==> src/rtl/ptab_pkg.sv <==
package ptab_pkg;

  localparam int unsigned PAGE_BITS  = 20;
  localparam int unsigned DIR_BITS   = 10;
  localparam int unsigned OFS_BITS   = 12;
  localparam int unsigned CNT_BITS   = 11;
  localparam int unsigned MAX_RUN    = 1024;
  localparam int unsigned DIR_W      = 5;
  localparam int unsigned PTE_W      = 26;

  // status codes
  localparam logic [2:0] ST_OK          = 3'd0;
  localparam logic [2:0] ST_MISALIGNED  = 3'd1;
  localparam logic [2:0] ST_WRONG_SPACE = 3'd2;
  localparam logic [2:0] ST_DIR_ABSENT  = 3'd3;
  localparam logic [2:0] ST_PAGE_ABSENT = 3'd4;
  localparam logic [2:0] ST_MAPPED      = 3'd5;
  localparam logic [2:0] ST_OVERFLOW    = 3'd6;

  // request kinds on the input
  localparam logic [2:0] KIND_MAP   = 3'd0;
  localparam logic [2:0] KIND_UNMAP = 3'd1;
  localparam logic [2:0] KIND_SETF  = 3'd2;
  localparam logic [2:0] KIND_XLATE = 3'd3;
  localparam logic [2:0] KIND_GETF  = 3'd4;

  // internal operations handed to the back end
  localparam logic [2:0] OP_DONE  = 3'd0;
  localparam logic [2:0] OP_MAP   = 3'd1;
  localparam logic [2:0] OP_UNMAP = 3'd2;
  localparam logic [2:0] OP_RUN   = 3'd3;
  localparam logic [2:0] OP_XLATE = 3'd4;
  localparam logic [2:0] OP_GETF  = 3'd5;

  // config register indexes
  localparam logic CFG_KERNEL_START = 1'b0;
  localparam logic CFG_IS_KERNEL    = 1'b1;

  // request flag bits
  localparam int unsigned F_W  = 0;
  localparam int unsigned F_U  = 1;
  localparam int unsigned F_CD = 2;
  localparam int unsigned F_WT = 3;
  localparam int unsigned F_G  = 4;

  // directory entry bits
  localparam int unsigned D_P  = 0;
  localparam int unsigned D_WR = 1;
  localparam int unsigned D_US = 2;
  localparam int unsigned D_CD = 3;
  localparam int unsigned D_WT = 4;

  // page entry bits, frame in [20:1]
  localparam int unsigned P_P  = 0;
  localparam int unsigned P_WR = 21;
  localparam int unsigned P_US = 22;
  localparam int unsigned P_CD = 23;
  localparam int unsigned P_WT = 24;
  localparam int unsigned P_G  = 25;

  typedef struct packed {
    logic [2:0]           op;
    logic [2:0]           status;
    logic [PAGE_BITS-1:0] page;
    logic [OFS_BITS-1:0]  offset;
    logic [PAGE_BITS-1:0] frame;
    logic [CNT_BITS-1:0]  count;
    logic [4:0]           flags;
  } cmd_t;

  function automatic logic space_ok(input logic [31:0] va, input logic [31:0] kstart,
                                    input logic is_kernel);
    space_ok = is_kernel ? (va >= kstart) : (va < kstart);
  endfunction

endpackage

==> src/rtl/ptab_queue.sv <==
module ptab_queue (
  input  logic           clk,
  input  logic           rst,
  input  logic           push,
  input  ptab_pkg::cmd_t push_cmd,
  output logic           full,
  input  logic           pop,
  output logic           avail,
  output ptab_pkg::cmd_t head
);
  import ptab_pkg::*;

  cmd_t       slots [2];
  logic       wr_ptr;
  logic       rd_ptr;
  logic [1:0] fill;

  assign full  = (fill == 2'd2);
  assign avail = (fill != 2'd0);
  assign head  = slots[rd_ptr];

  always_ff @(posedge clk) begin
    if (push) slots[wr_ptr] <= push_cmd;
  end

  always_ff @(posedge clk) begin
    if (rst) begin
      wr_ptr <= 1'b0;
      rd_ptr <= 1'b0;
      fill   <= 2'd0;
    end else begin
      if (push) wr_ptr <= ~wr_ptr;
      if (pop) rd_ptr <= ~rd_ptr;
      fill <= fill + 2'(push) - 2'(pop);
    end
  end

endmodule

==> config.mk <==
export PLATFORM = sky130hd
export DESIGN_NAME = ptab_queue
export DESIGN_NICKNAME = d
export VERILOG_FILES = /design/src/rtl/ptab_pkg.sv /design/src/rtl/ptab_queue.sv
export SDC_FILE = /design/constraint.sdc
export NUM_CORES = 1
export LEC_CHECK = 0
export CAP_MARGIN = 20
export CORE_ASPECT_RATIO = 0.6
export CORE_UTILIZATION = 40
export CTS_CLUSTER_SIZE = 12
export DETAILED_ROUTE_END_ITERATION = 12
export DONT_BUFFER_PORTS = 1
export HOLD_SLACK_MARGIN = 0.06
export PLACE_DENSITY = 0.56
export SYNTH_ARGS = -nofsm -noshare
export SYNTH_HDL_FRONTEND = slang
export SYNTH_SLANG_ARGS = --single-unit
export TNS_END_PERCENT = 20
==> constraint.sdc <==
create_clock -name clk -period 10.2 [get_ports clk]
set_input_delay 2.04 -clock clk [delete_from_list [all_inputs] [get_ports clk]]
set_output_delay 2.04 -clock clk [all_outputs]
set_load 0.01 [all_outputs]
# Word-level counts from Yosys, hierarchy flattened
# Memories as Yosys holds them, arrays and structs flattened. A register that Yosys moved wholly into a read port is not among the register bits.
# Index checks and enable logic that the tools add are counted.
# W data, S select, Z words.
totals:
  in_bits: 78
  reg_bits: 4
  ram_bits: 148
  elab_cells: 14
  n_memories: 1
  output_inout_bits: 76
memory_table:
  columns: ["name", "words", "width", "read_ports", "rd_clocked_by_memory_dff", "wr", "line", "source"]
  rows:
  - ["slots", 2, 74, 1, 1, 1, "ptab_queue.sv:13", "cmd_t slots [2];"]
op_classes:
  bitwise_logic: 2
  eq_ne: 1
  n_reduce_logical: 1
  addsub: 2
  mux: 4
ops:
  columns: ["operator", "count"]
  rows:
  - ["$mux W1", 4]
  - ["$add A2 B1 Y2", 1]
  - ["$eq A2 B2 Y1 const B", 1]
  - ["$not A1 Y1", 2]
  - ["$reduce_bool A2 Y1", 1]
  - ["$sub A2 B1 Y2", 1]

# Logic depth before layout (Yosys ltp)
depth:
  depth_word: 3
  depth_mapped: 6
  ltp_nobuf: 6

# Least setup slack after synthesis
# OpenSTA, ideal clock, no wires.
synth_timing:
  path_type: "input to register"
  from: "input push"
  to: "memory slots[0][0] (netlist bit) (enable)"
  t_required_ps: 9684
  t_arrival_ps: 5282
  setup_slack_ps: 4403
  n_path_buf: 0
  stages: 1
  setup_ps: 516
  path_cell_list: "nor2b_1"
synth_via:
  elab_chain_cells: 2
synth_lines:
  columns: ["element", "line", "source"]
  rows:
  - ["start: declaration", "ptab_queue.sv:4", "input logic push,"]
  - ["$mux W1", "ptab_queue.sv:23", "if (push) slots[wr_ptr] <= push_cmd;"]
  - ["$mux W1 (implied by the code)", "ptab_queue.sv:23", null]
  - ["end: declaration", "ptab_queue.sv:13", null]
# Every way passes these cells.

==> metrics.yaml <==
run_status:
  outcome: "complete, no violations"
power:
  leakagePower_nw: 2.310
  switching_share_pct: 21.16
  ir_drop_uv: 95.79
  pwr-share-seq_pct: 49.1
  power.switching_mw: 0.3234
  power_frac_clock_pct: 43.0
  internal_power_mw: 1.205
  combPwrFrac_pct: 7.8
  power.density_nw_per_um2: 231.0
layout:
  final_common_cell: "edfxtp_1"
  nets: 344
  synthToLayoutAreaGrowth_pct: 13.97
  final_cell_mix: "148 x edfxtp_1, 60 x mux2_4, 17 x clkbuf_16"
  drive_gt1_share_pct: 39.35
  diodes: 0
clock_tree:
  cts_root_buffer: "clkbuf_16"
  post-cts-setup-buffer-count: 0
  cts_max_level: 4
  clkLatencyLatePin_ns: 0.41
  ctsResizeCount: 0
  cts_sinks: 153
  cts_tree: "built"
  clk_pin_slew_ns: 0.06
  clock_path_buffers: 2
  numCtsBuffers: 17
  ctsHoldBuffers: 0
logic_synthesis:
  ys_ff_latch: 153
  syn_nets: 331
  yosysSeqAreaShare_pct: 78.28
  syn_area_um2: 5806
  syn_inst: 251
  yosys_warnings: 0
  yosys.cell_types.count: 14
  syn_area_per_cell_um2: 23.13
die:
  start_util_pct: 41.72
  core-area_um2: 13910
  num_io_pins: 154
  rows: 33
  fp.dieArea_um2: 15020
  die_height_um: 95.32
  die_x_um: 157.5
route:
  totalWireLength_um: 9160
  drtIter0Drc: 80
  dr_total_vias: 2262
  postRouteAntennaNets: 0
  vias_per_cell: 4.823
  drt-wirelength-per-cell_um: 19.53
  drc: 0
  first_pass_iters: 3
grt:
  grt_usage_pct: 12.64
  antenna_found_initial: 0
  grt_pass1_wl_um: 13170
  grt_start_max_net_pins: 75
  grt_pass1_vias: 2332
  globalRouteOverflowTotal: 0
sta:
  finalCritPeriodShare_pct: 43.00
  max_slew.worst_pin.slew_ns: 1.049
  setup_violations: 0
  drv_slew: 0
  tns_ns: 0
  max_freq_mhz: 228.0
  hold_violations: 0
  min_period_ns: 4.386
  relSlewSlack_pct: 30.09
  finClkSkew_ns: 0.009283
  timing.hold.ws_ns: 0.5209
  rsz0062_at_grt: "no"
critical_path:
  arrival_ns: 2.35
  end_kind: "primary output"
  required_ns: 8.16
  criticalPathCategory: "register to primary output"
  cp_max_fo: 39
  start_kind: "register"
placed_design:
  port_buffers: 0
  gp_congestion: 0.6469
job:
  cap_viol_max_count: 0
hold_path:
  holdCritPathClass: "register to register"
## worst paths after layout
| kind | end | start | cells after the start | slack, ns |
|---|---|---|---|---|
| worst max-delay path | head[1] | register | 2 | 5.81 |
| worst min-delay path | register | rd_ptr | 2 | 0.52 |
| worst max register to register | slots[0][34] | wr_ptr | 2 | 8.34 |
| worst min register to register | register | rd_ptr | 2 | 0.52 |
## stage by stage
step	cells	util, %	worst slack [ns]	area [um^2]	total power, mW
2_1_floorplan	251	-	4.403	5806	0.8708
3_3_place_gp	437	43.05	6.234	5991	0.8854
3_5_place_dp	437	43.05	6.211	5991	0.8880
4_1_cts	469	47.55	5.753	6616	1.551
5_1_grt	469	47.55	5.666	6616	1.587
6_report	469	47.55	5.814	6616	1.529
## synth_stat cells
library cell  count  area, um^2
dfxtp_1           5       100.1
xnor3_1           1       22.52
mux2_2           14       157.7
mux2_4           60       900.9
buf_2             1       5.000
inv_1             2       7.510
or2_2             1       6.260
buf_6             7       78.83
nor2_1            4       15.01
xnor2_1           2       17.52
and2_1            1       6.260
edfxtp_1        148        4444
ha_1              2       25.02
nor2b_1           3       18.77
## layout make-up
cell class	instances	area (um^2)
fillers	1144	7298
repair buffers	2	15.01
clock buffers	19	432.9
clock inverters	13	192.7
flip-flops and latches	153	4548
multi-input cells	88	1180
well taps	192	240.2
inverters	2	7.507
## power groups by stage
| stage | logic, mW | registers (mW) | clock network (mW) |
|---|---|---|---|
| finish | 0.120 | 0.751 | 0.658 |
| global route | 0.129 | 0.755 | 0.703 |
| CTS | 0.123 | 0.752 | 0.676 |
| global placement | 0.122 | 0.763 | 0 |
| detailed placement | 0.123 | 0.765 | 0 |
| floorplan | 0.113 | 0.758 | 0 |
## flip-flops by register name (all words and copies together) (netlist names), named ones only
signal and cells:
rd_ptr 1, slots 148, fill 2, wr_ptr 1
## critical path, stage by stage (launching register included)
cell     delay (ns)
dfxtp_4        0.74
buf_4          0.67
mux2_2         0.44
## routing by layer
metal	wire [um]	track usage [%]	vias up	share of wire, %
li1	-	-	1015	-
met1	3578	13.93	1125	39
met2	3984	17.44	111	43
met4	91	5.583	0	0.99
met5	0	0	-	0
met3	1506	10.41	11	16
## logic make-up (layout without fill, tap and decap cells)
family	after synthesis	after routing	synth area share, %
xor+xnor	3	3	0.6897
fa+ha+maj	2	2	0.4310
buf+inv	10	36	1.573
flops	153	153	78.28
mux	74	74	18.23
simple gates	9	9	0.7975
(Power assumes the default switching activity.)
