**src/rtl/ptab_pkg.sv**
```systemverilog
package ptab_pkg;

  localparam int unsigned PAGE_BITS  = 20;
  localparam int unsigned DIR_BITS   = 10;
  localparam int unsigned OFS_BITS   = 12;
  localparam int unsigned CNT_BITS   = 11;
  localparam int unsigned MAX_RUN    = 1024;
  localparam int unsigned DIR_W      = 5;
  localparam int unsigned PTE_W      = 26;

  // status codes
  localparam logic [2:0] ST_OK          = 3'd0;
  localparam logic [2:0] ST_MISALIGNED  = 3'd1;
  localparam logic [2:0] ST_WRONG_SPACE = 3'd2;
  localparam logic [2:0] ST_DIR_ABSENT  = 3'd3;
  localparam logic [2:0] ST_PAGE_ABSENT = 3'd4;
  localparam logic [2:0] ST_MAPPED      = 3'd5;
  localparam logic [2:0] ST_OVERFLOW    = 3'd6;

  // request kinds on the input
  localparam logic [2:0] KIND_MAP   = 3'd0;
  localparam logic [2:0] KIND_UNMAP = 3'd1;
  localparam logic [2:0] KIND_SETF  = 3'd2;
  localparam logic [2:0] KIND_XLATE = 3'd3;
  localparam logic [2:0] KIND_GETF  = 3'd4;

  // internal operations handed to the back end
  localparam logic [2:0] OP_DONE  = 3'd0;
  localparam logic [2:0] OP_MAP   = 3'd1;
  localparam logic [2:0] OP_UNMAP = 3'd2;
  localparam logic [2:0] OP_RUN   = 3'd3;
  localparam logic [2:0] OP_XLATE = 3'd4;
  localparam logic [2:0] OP_GETF  = 3'd5;

  // config register indexes
  localparam logic CFG_KERNEL_START = 1'b0;
  localparam logic CFG_IS_KERNEL    = 1'b1;

  // request flag bits
  localparam int unsigned F_W  = 0;
  localparam int unsigned F_U  = 1;
  localparam int unsigned F_CD = 2;
  localparam int unsigned F_WT = 3;
  localparam int unsigned F_G  = 4;

  // directory entry bits
  localparam int unsigned D_P  = 0;
  localparam int unsigned D_WR = 1;
  localparam int unsigned D_US = 2;
  localparam int unsigned D_CD = 3;
  localparam int unsigned D_WT = 4;

  // page entry bits, frame in [20:1]
  localparam int unsigned P_P  = 0;
  localparam int unsigned P_WR = 21;
  localparam int unsigned P_US = 22;
  localparam int unsigned P_CD = 23;
  localparam int unsigned P_WT = 24;
  localparam int unsigned P_G  = 25;

  typedef struct packed {
    logic [2:0]           op;
    logic [2:0]           status;
    logic [PAGE_BITS-1:0] page;
    logic [OFS_BITS-1:0]  offset;
    logic [PAGE_BITS-1:0] frame;
    logic [CNT_BITS-1:0]  count;
    logic [4:0]           flags;
  } cmd_t;

  function automatic logic space_ok(input logic [31:0] va, input logic [31:0] kstart,
                                    input logic is_kernel);
    space_ok = is_kernel ? (va >= kstart) : (va < kstart);
  endfunction

endpackage

```
**src/rtl/ptab_front.sv**
```systemverilog
module ptab_front (
  input  logic              [2:0]  kind,
  input  logic              [31:0] virt_addr,
  input  logic              [31:0] phys_addr_in,
  input  logic              [10:0] page_count,
  input  logic              [4:0]  flags,
  input  logic              [31:0] kernel_start,
  input  logic                     is_kernel_space,
  output ptab_pkg::cmd_t           cmd
);
  import ptab_pkg::*;

  logic misaligned;

  assign misaligned = (kind != KIND_XLATE) &&
                      ((virt_addr[OFS_BITS-1:0] != '0) ||
                       ((kind == KIND_MAP) && (phys_addr_in[OFS_BITS-1:0] != '0)));

  always_comb begin
    cmd.page   = virt_addr[31:OFS_BITS];
    cmd.offset = virt_addr[OFS_BITS-1:0];
    cmd.frame  = phys_addr_in[31:OFS_BITS];
    cmd.count  = page_count;
    cmd.flags  = flags;
    cmd.op     = OP_DONE;
    cmd.status = ST_OK;
    if (kind > KIND_GETF) begin
      cmd.op = OP_DONE;
    end else if (misaligned) begin
      cmd.status = ST_MISALIGNED;
    end else if (!space_ok(virt_addr, kernel_start, is_kernel_space)) begin
      cmd.status = ST_WRONG_SPACE;
    end else begin
      case (kind)
        KIND_MAP:   cmd.op = OP_MAP;
        KIND_UNMAP: cmd.op = OP_UNMAP;
        KIND_SETF: begin
          if (page_count > CNT_BITS'(MAX_RUN)) begin
            cmd.status = ST_OVERFLOW;
          end else if (page_count != '0) begin
            cmd.op = OP_RUN;
          end
        end
        KIND_XLATE: cmd.op = OP_XLATE;
        default:    cmd.op = OP_GETF;
      endcase
    end
  end

endmodule

```
**config.mk**
```make
export PLATFORM = sky130hd
export DESIGN_NAME = ptab_front
export DESIGN_NICKNAME = d
export VERILOG_FILES = /design/src/rtl/ptab_pkg.sv /design/src/rtl/ptab_front.sv
export SDC_FILE = /design/constraint.sdc
export NUM_CORES = 1
export LEC_CHECK = 0
export ABC_AREA = 0
export BUFFER_PORTS_ARGS = -buffer_cell sky130_fd_sc_hd__buf_4
export CORE_MARGIN = 5
export CORE_UTILIZATION = 31
export DETAILED_ROUTE_END_ITERATION = 6
export PLACE_DENSITY = 0.81
export SLEW_MARGIN = 10
export SYNTH_ARGS = -nofsm -noshare
export SYNTH_HDL_FRONTEND = slang
export SYNTH_SLANG_ARGS = --single-unit
```
**constraint.sdc**
```tcl
create_clock -name vclk -period 2.25
set_input_delay 0.3375 -clock vclk [all_inputs]
set_output_delay 0.3375 -clock vclk [all_outputs]
set_load 0.01 [all_outputs]
```
Yosys cells after proc, flatten, opt, wreduce, memory -nomap -nowiden

Cells that the tools add are included.

$lt $le $gt $ge: 4
Equal/unequal tests: 4
Multiplexer cells: 12
Reductions and logical operators: 7

Operators with widths:

| cell                                                | number |
|---|---|
| greater-or-equal comparator 32 bit                  | 1 |
| less-than comparator 32 bit                         | 1 |
| 2-to-1 mux 3 bit                                    | 9 |
| nonzero test 12 bit                                 | 2 |
| one-hot mux 3 bit (4 select lines)                  | 1 |
| > comparator 11 bit, second input constant          | 1 |
| nonzero test 11 bit                                 | 1 |
| equality test 3 x 2 -> 1 bit, second input constant | 2 |
| equality test 3 x 1 -> 1 bit, second input constant | 1 |
| > comparator 3 bit, second input constant           | 1 |
| zero test 3 bit                                     | 1 |
| != test 3 x 2 -> 1 bit, second input constant       | 1 |
| logical AND 1 bit                                   | 2 |
| 2-to-1 mux 2 bit                                    | 1 |
| logical OR 1 bit                                    | 1 |
| 2-to-1 mux 1 bit                                    | 1 |

Register bits: 0
Input port bits: 116
Word-level logic and storage cells: 27

Longest topological paths before layout

Gate-level depths: netlist (run 1).

Word-level depth: 7
Gate-level depth with buffers: 8
Mapped depth without buffers: 8

Least setup slack after synthesis (run 1)

Ideal clock, no wire load.

Path type: input to output
Start: input kernel_start[14]
End: output cmd[72] in the netlist's numbering
Data arrival time: 1.960 ns
Path slack: -0.048 ns
Cell stages on the path: 8
Cells stage by stage: inv_1 ha_1 nand4_1 or4_1 o211ai_1 o31a_1 o211ai_2 nor4_2

RTL lines:

| item               | line            | RTL |
|---|---|---|
| start: declaration | ptab_front.sv:7 | `input logic [31:0] kernel_start,` |
| end: declaration   | ptab_front.sv:9 | `output ptab_pkg::cmd_t cmd` |

==> impl_metrics.env, run 1 <==
export IMPL_run_status="finished, violations left"
export IMPL_failed_checks="setup timing"
export IMPL_cpPeakStageDelay_ps=520
export IMPL_final_fill_count=437
export IMPL_fin_total_pwr_uw=513
export IMPL_timing_critical_path_arrival_ps=2230
export IMPL_overall_die_area_um2=6550
export IMPL_num_rows=25
export IMPL_place_port_buffers=140
export IMPL_yosys_warnings=0
export IMPL_path_cells="buf_4 -> ha_4 -> nand4_1 -> or4_1 -> o211ai_1 -> o31a_1 -> o211ai_4 -> nor4_2 -> buf_4"
export IMPL_worst_setup_path_endpoint="cmd[72]"
export IMPL_core_area_um2=4820
export IMPL_finish_instance_area_um2=2810
export IMPL_drt_total_wl_mm=5.57
export IMPL_synth_top_area_share_pct=32.7
export IMPL_netlist_top_cell_by_area="buf_4"
export IMPL_via_count=1830
export IMPL_unique_masters_post_synth=32
export IMPL_io_pins=190
export IMPL_worst_setup_path_type="in -> out"
export IMPL_ys_seq_area_share_pct=0
export IMPL_fmax_ghz=0.390
export IMPL_max_cap_violations=0
export IMPL_worst_slew_margin_rel_pct=66.4
export IMPL_worst_slew_pin_transition_ps=502
export IMPL_die_width_um=80.9
export IMPL_vdd_ir_drop_worst_v=0.0000913
export IMPL_floorplan_die_height_um=80.9
export IMPL_grt_start_max_net_pins=8
export IMPL_synth_top_cells_by_count="68 x buf_4, 35 x inv_1, 32 x ha_1"
export IMPL_powerDensity_nw_per_um2=183
export IMPL_post_route_min_period_ps=2570
export IMPL_dp_slack_ps=-384
export IMPL_syn_area_um2=1560
export IMPL_netlist_instances=219
export IMPL_num_clock_buffers=0
export IMPL_unrepaired_setup_endpoints_after_global_routing="true"
export IMPL_synth_top_cells_by_area="buf_4 33%, ha_1 26%, inv_1 8.4%"
export IMPL_gp_congestion=0.749
export IMPL_flops_and_latches=0
export IMPL_antenna_cells_inserted=0
export IMPL_antenna_found_initial=0
export IMPL_timing_final_max_slew_violations=0
export IMPL_drt_wirelength_per_cell_um=14.3
export IMPL_worst_path_most_repeated_cell="buf_4"
export IMPL_hold_path_class="in -> out"
export IMPL_final_nets=472
export IMPL_cp_slowest_cell="or4_1"
export IMPL_global_route_overflow_total=0
export IMPL_grt_first_pass_wirelength_mm=8.05
export IMPL_post_route_period_util_pct=114
export IMPL_sequential_cell_area_um2=0
export IMPL_setup_worst_path_start="virt_addr[5]"
export IMPL_hold_violations=0
export IMPL_timing_critical_path_to_type="output port"
export IMPL_multi_input_area_um2=1210
export IMPL_setup_viol=5
export IMPL_postLayoutCoreUtil_pct=58.4
export IMPL_static_leakage_power_nw=1.42
export IMPL_post_route_worst_setup_slack_ps=-316
export IMPL_drc_errors=0
export IMPL_postSynthAreaPerCell_um2=7.12
export IMPL_syn2layout_area_growth_pct=80.2
export IMPL_layout_drive_gt1_share_pct=67.4
export IMPL_first_global_vias=1894
export IMPL_maximum_fanout_along_the_worst_path=4
export IMPL_timing_critical_path_required_ps=1910
export IMPL_ant_nets=0
export IMPL_detailedRoute_firstPassIterationCount=3
export IMPL_viasPerCell=4.70
export IMPL_worst_setup_path_start_kind="input port"
export IMPL_syn_num_nets=367
export IMPL_place_area_um2=2360
export IMPL_grt_usage_pct=14.8
export IMPL_drtIter0Drc=26
export IMPL_hpwl_mm=4.63
export IMPL_starting_density_of_the_core_pct=32.4
export IMPL_yosys_cell_count_top_type="buf_4"
-- per-layer routing --
| metal | global-route usage, % | routed length [µm] | vias up |
|---|---|---|---|
| li1 | - | - | 903 |
| met1 | 15.7 | 1810 | 798 |
| met2 | 30.0 | 3030 | 107 |
| met3 | 2.22 | 557 | 22 |
| met4 | 3.21 | 177 | 0 |
| met5 | 0 | 0 | - |
-- placed cells by master, fill, tap and decap left out, drive strengths merged, types with 4 or more instances in the layout --
cell   instances
buf          171
inv           35
ha            32
a21oi         18
nor4          10
nand4          9
nor2           5
nand3          5
nand2          5
nor3           5
o21ai          4
-- stage by stage --
| stage | std cells | hold WS, ps | setup TNS [ps] |
|---|---|---|---|
| final | 389 | 675 | -1340 |
| after global routing | 389 | 675 | -1890 |
| after CTS | 387 | 675 | -1240 |
| after detailed placement | 382 | 675 | -1620 |
| after global placement | 382 | 675 | -1480 |
| after floorplan | 219 | 709 | -159 |
-- cells by family after synthesis --
group	share of synthesized area, %
compound gates	15.9
xor+xnor	0.561
fa+ha+maj	25.7
buf+inv	41.1
simple gates	16.8
-- worst max-delay path: cells and delay by family --
family / cells / cell delay (ps)
AO/OA/AOI/OAI: 3 / 420
AND/OR/NAND/NOR: 3 / 900
adder cells (fa/ha/maj): 1 / 260
buffers and inverters: 2 / 300
-- worst min-delay path by stage --
stage	from	to	slack (ps)	cells after the start
after floorplan	kind[2]	cmd[72]	710	1
after global placement	phys_addr_in[12]	cmd[16]	680	0
after detailed placement	phys_addr_in[12]	cmd[16]	680	0
after CTS	phys_addr_in[12]	cmd[16]	680	0
after global routing	flags[4]	cmd[4]	680	0
final	phys_addr_in[18]	cmd[22]	680	0
-- where the power goes --
group	leakage, nW	internal [mW]	switching [mW]
Clock	0	0	0
Combinational	1.42	0.303	0.210
Sequential	0	0	0
-- final cells by class --
class	count	area share [%]
timing repair buffer	171	48.6
multi-input combinational	116	43.1
inverter	35	5.30
tap	67	2.98
-- repair_timing --
| item | in CTS | in global routing |
|---|---|---|
| cloned | 0 | 0 |
| setup buffers | 5 | 2 |
| resized for setup | 48 | 27 |
| endpoints found under the setup margin | 5 | 5 |
| hold buffers | 0 | 0 |
| pin swaps | 25 | 16 |
No activity file was read; power rests on OpenSTA's default activity.
==> run 2: changes to the inputs <==
Settings changed: PLACE_DENSITY 0.81 to 0.77, SETUP_SLACK_MARGIN from default to 0.15.
==> run 2 against run 1 <==
The run still ends with setup timing left; sequential share of layout area is the same; cell count decreased by 0.51%; core utilization grew 2.0 points; worst hold slack about the same; critical path depth up 1; highest routed layer unchanged.
==> impl_metrics.env, run 2 (same netlist as run 1, synthesis figures left out) <==
export IMPL_run_status="finished, violations left"
export IMPL_failed_checks="setup timing"
export IMPL_first_global_vias=1924
export IMPL_post_route_worst_setup_slack_ps=-284
export IMPL_holdPathStages=0
export IMPL_worst_setup_path_start_kind="input port"
export IMPL_worst_slew_margin_rel_pct=56.9
export IMPL_static_leakage_power_nw=1.41
export IMPL_starting_density_of_the_core_pct=32.4
export IMPL_overall_die_area_um2=6550
export IMPL_unrepaired_setup_endpoints_after_global_routing="true"
export IMPL_fin_total_pwr_uw=543
export IMPL_timing_final_max_slew_violations=0
export IMPL_grt_first_pass_wirelength_mm=8.25
export IMPL_layout_drive_gt1_share_pct=70.3
export IMPL_post_route_period_util_pct=113
export IMPL_worst_setup_path_type="in -> out"
export IMPL_grt_usage_pct=15.2
export IMPL_layout_common_cells="154 x buf_4, 23 x ha_4, 19 x inv_1, 15 x a21oi_1, 12 x buf_6"
export IMPL_stdcell_count=387
export IMPL_drt_wirelength_per_cell_um=14.0
export IMPL_grt_start_max_net_pins=8
export IMPL_postLayoutCoreUtil_pct=60.4
export IMPL_viasPerCell=4.61
export IMPL_numPlacedInstances=383
export IMPL_num_rows=25
export IMPL_num_clock_buffers=0
export IMPL_core_area_um2=4820
export IMPL_via_count=1786
export IMPL_antenna_found_initial=0
export IMPL_cp_slowest_cell="or4_1"
export IMPL_die_width_um=80.9
export IMPL_max_cap_violations=0
export IMPL_powerDensity_nw_per_um2=187
export IMPL_worst_setup_path_endpoint="cmd[71]"
export IMPL_flops_and_latches=0
export IMPL_floorplan_die_height_um=80.9
export IMPL_setup_viol=5
export IMPL_cpPeakStageDelay_ps=530
export IMPL_hpwl_mm=4.82
export IMPL_place_port_buffers=140
export IMPL_drc_errors=0
export IMPL_global_route_overflow_total=0
export IMPL_io_pins=190
export IMPL_vdd_ir_drop_worst_v=0.0000831
export IMPL_hold_path_class="in -> out"
export IMPL_worst_slew_pin_transition_ps=644
export IMPL_sequential_cell_area_um2=0
export IMPL_antenna_cells_inserted=0
export IMPL_path_cells="buf_8 -> ha_4 -> nand4_1 -> or4_1 -> o211ai_1 -> o31a_1 -> o211ai_4 -> buf_6 -> nor3_2 -> buf_4"
export IMPL_timing_critical_path_required_ps=1910
export IMPL_timing_critical_path_to_type="output port"
export IMPL_post_route_min_period_ps=2530
export IMPL_setup_worst_path_start="virt_addr[11]"
export IMPL_fmax_ghz=0.395
export IMPL_gp_congestion=0.712
export IMPL_final_nets=470
export IMPL_drt_total_wl_mm=5.41
export IMPL_detailedRoute_firstPassIterationCount=4
export IMPL_hold_violations=0
export IMPL_timing_critical_path_arrival_ps=2200
export IMPL_drtIter0Drc=31
export IMPL_ant_nets=0
export IMPL_mostFrequentLayoutCell="buf_4"
export IMPL_maximum_fanout_along_the_worst_path=4
export IMPL_syn2layout_area_growth_pct=86.4
-- run 2: stage by stage --
step,setup WS [ps],TNS (ps),hold WS (ps),instance area (µm²)
global placement,-327,-1310,675,2640
global route,-386,-1760,675,2910
floorplan,-5.15,-5.15,703,1830
CTS,-262,-1180,675,2880
finish,-284,-1260,675,2910
detailed placement,-345,-1400,675,2640
-- run 2: report_power, final --
part           leakage (nW)  internal (mW)  switching (mW)  total (mW)
Sequential                0              0               0           0
Combinational          1.41          0.317           0.226       0.543
Clock                     0              0               0           0
-- run 2: repair_timing --
item,CTS,global route
endpoints found under the setup margin,6,6
resized for setup,33,7
pin swaps,15,4
buffers inserted,4,0
hold buffers,0,0
-- run 2: area by class of cell --
cell class	instances	area, µm²
fillers	433	1910
inverters	35	184
multi-input cells	116	1300
well taps	67	83.8
repair buffers	169	1340
-- run 2: critical path, delay by kind of cell --
| family | cells | cell delay (ps) |
|---|---|---|
| AOI/OAI and AO/OA | 3 | 460 |
| adders and majority gates | 1 | 250 |
| buffers and inverters | 3 | 390 |
| and+or+nand+nor | 3 | 750 |
-- run 2: worst min-delay path by stage --
stage	startpoint	end	slack (ps)
4_1_cts	phys_addr_in[12]	cmd[16]	680
3_3_place_gp	phys_addr_in[12]	cmd[16]	680
2_1_floorplan	kind[2]	cmd[72]	700
6_report	phys_addr_in[13]	cmd[17]	680
5_1_grt	phys_addr_in[16]	cmd[20]	680
3_5_place_dp	phys_addr_in[12]	cmd[16]	680
-- run 2: layer usage --
metal | GRT usage (%) | routed length (µm)
met5 | 0 | 0
met4 | 2.53 | 70
met3 | 3.10 | 573
met2 | 32.3 | 3030
met1 | 14.7 | 1730
==> run 3: changes to the inputs <==
Settings changed: ABC_AREA 0 to 1, CORE_UTILIZATION 31 to 32, REMOVE_ABC_BUFFERS from default to 1.
==> run 3 against run 2 <==
Via count grew 3.5%; maximum frequency grew 21%; final area shrank 2.3%; wire length grew 8.9%; the run now ends clean.
==> impl_metrics.env, run 3 <==
export IMPL_unrepaired_setup_endpoints_after_global_routing="true"
export IMPL_fin_total_pwr_uw=541
export IMPL_vdd_ir_drop_worst_v=0.0000822
export IMPL_dp_slack_ps=51.4
export IMPL_unique_masters_post_synth=25
export IMPL_hold_path_class="in -> out"
export IMPL_timing_critical_path_to_type="output port"
export IMPL_multi_input_area_um2=1450
export IMPL_drtIter0Drc=9
export IMPL_ys_seq_area_share_pct=0
export IMPL_synth_top_cells_by_count="68 x buf_4, 45 x nand2_1, 43 x inv_1"
export IMPL_num_clock_buffers=0
export IMPL_timing_critical_path_arrival_ps=1760
export IMPL_overall_die_area_um2=6770
export IMPL_syn2layout_area_growth_pct=69.9
export IMPL_via_count=1849
export IMPL_num_rows=26
export IMPL_core_area_um2=5070
export IMPL_syn_area_um2=1670
export IMPL_yosys_warnings=0
export IMPL_numPlacedInstances=406
export IMPL_worst_setup_path_type="in -> out"
export IMPL_drt_wirelength_per_cell_um=14.5
export IMPL_synth_top_area_share_pct=30.5
export IMPL_worst_slew_pin_transition_ps=274
export IMPL_worst_slew_margin_rel_pct=81.5
export IMPL_static_leakage_power_nw=1.47
export IMPL_starting_density_of_the_core_pct=32.9
export IMPL_floorplan_die_height_um=82.3
export IMPL_ant_nets=0
export IMPL_post_route_period_util_pct=93.3
export IMPL_setup_viol=0
export IMPL_synth_top_cells_by_area="buf_4 31%, ha_1 24%, nand2_1 10%"
export IMPL_final_nets=487
export IMPL_grt_usage_pct=14.6
export IMPL_die_width_um=82.3
export IMPL_hold_violations=0
export IMPL_grt_start_max_net_pins=6
export IMPL_antenna_cells_inserted=0
export IMPL_drc_errors=0
export IMPL_layout_common_cells="129 x buf_4, 27 x nand2_1, 25 x inv_1, 24 x ha_4, 18 x nor2_1"
export IMPL_viasPerCell=4.54
export IMPL_netlist_top_cell_by_area="buf_4"
export IMPL_gp_congestion=0.757
export IMPL_timing_final_max_slew_violations=0
export IMPL_hpwl_mm=4.82
export IMPL_ctsHoldBuffers=0
export IMPL_fmax_ghz=0.477
export IMPL_timing_setup_tns_ps=0
export IMPL_final_fill_count=457
export IMPL_run_status="finished clean"
export IMPL_first_global_vias=1786
export IMPL_drt_total_wl_mm=5.89
export IMPL_postSynthAreaPerCell_um2=6.33
export IMPL_timing_critical_path_required_ps=1910
export IMPL_stdcell_count=407
export IMPL_detailedRoute_firstPassIterationCount=4
export IMPL_layout_drive_gt1_share_pct=68.5
export IMPL_maximum_fanout_along_the_worst_path=3
export IMPL_postLayoutCoreUtil_pct=56.0
export IMPL_global_route_overflow_total=0
export IMPL_worst_setup_path_start_kind="input port"
export IMPL_flops_and_latches=0
export IMPL_antenna_found_initial=0
export IMPL_sequential_cell_area_um2=0
export IMPL_netlist_instances=264
export IMPL_yosys_cell_count_top_type="buf_4"
export IMPL_place_port_buffers=140
export IMPL_mostFrequentLayoutCell="buf_4"
export IMPL_grt_first_pass_wirelength_mm=7.77
export IMPL_powerDensity_nw_per_um2=191
export IMPL_post_route_worst_setup_slack_ps=152
export IMPL_post_route_min_period_ps=2100
export IMPL_max_cap_violations=0
export IMPL_io_pins=190
[run 3: logic make-up after synthesis]
logic type               share of synthesized area [%]
buffers and inverters                             40.6
adder cells (fa/ha/maj)                           24.0
AO/OA/AOI/OAI                                     8.91
AND/OR/NAND/NOR                                   26.0
XOR/XNOR                                         0.524
[run 3: layout make-up]
class | instances | share of cell area, %
Multi-Input combinational cell | 151 | 51.0
Inverter | 45 | 6.56
Timing Repair Buffer | 141 | 39.4
Tap cell | 70 | 3.08
[run 3: repair_timing]
action | CTS | global route
gates resized for setup | 48 | 62
endpoints found under the setup margin | 5 | 5
hold endpoints to repair | 0 | 0
buffers inserted | 0 | 1
pin swaps | 32 | 37
[run 3: power by group]
group | internal, mW | leakage [nW] | switching (mW)
clock | 0 | 0 | 0
sequential | 0 | 0 | 0
combinational | 0.298 | 1.47 | 0.243
total | 0.298 | 1.47 | 0.243
[run 3: metrics by stage]
step           cell area [µm²]  hold WS [ps]
3_3_place_gp              2300           675
2_1_floorplan             1160           675
4_1_cts                   2570           675
3_5_place_dp              2300           675
5_1_grt                   2840           675
6_report                  2840           675
[run 3: path summary, 6_finish.rpt]
check / from / end / cells after the start
setup / recovery: kernel_start[29] / cmd[73] / 13
hold / removal: flags[2] / cmd[2] / 0
[run 3: per-layer routing]
| layer | vias up | share of wire [%] | GRT usage (%) |
|---|---|---|---|
| met5 | - | 0.81 | 8.33 |
| met4 | 2 | 1.1 | 1.50 |
| li1 | 910 | - | - |
| met1 | 794 | 33 | 15.5 |
| met3 | 12 | 18 | 9.65 |
| met2 | 131 | 47 | 24.0 |
[run 3: critical path, stage by stage]
cell,delay [ps]
buf_4,110
inv_1,80
ha_4,210
a21oi_1,170
o21a_1,140
nand2_1,80
a21oi_4,160
nand2_2,70
nand2_2,80
nand2_4,60
nand2_4,80
nor2_1,50
buf_4,140
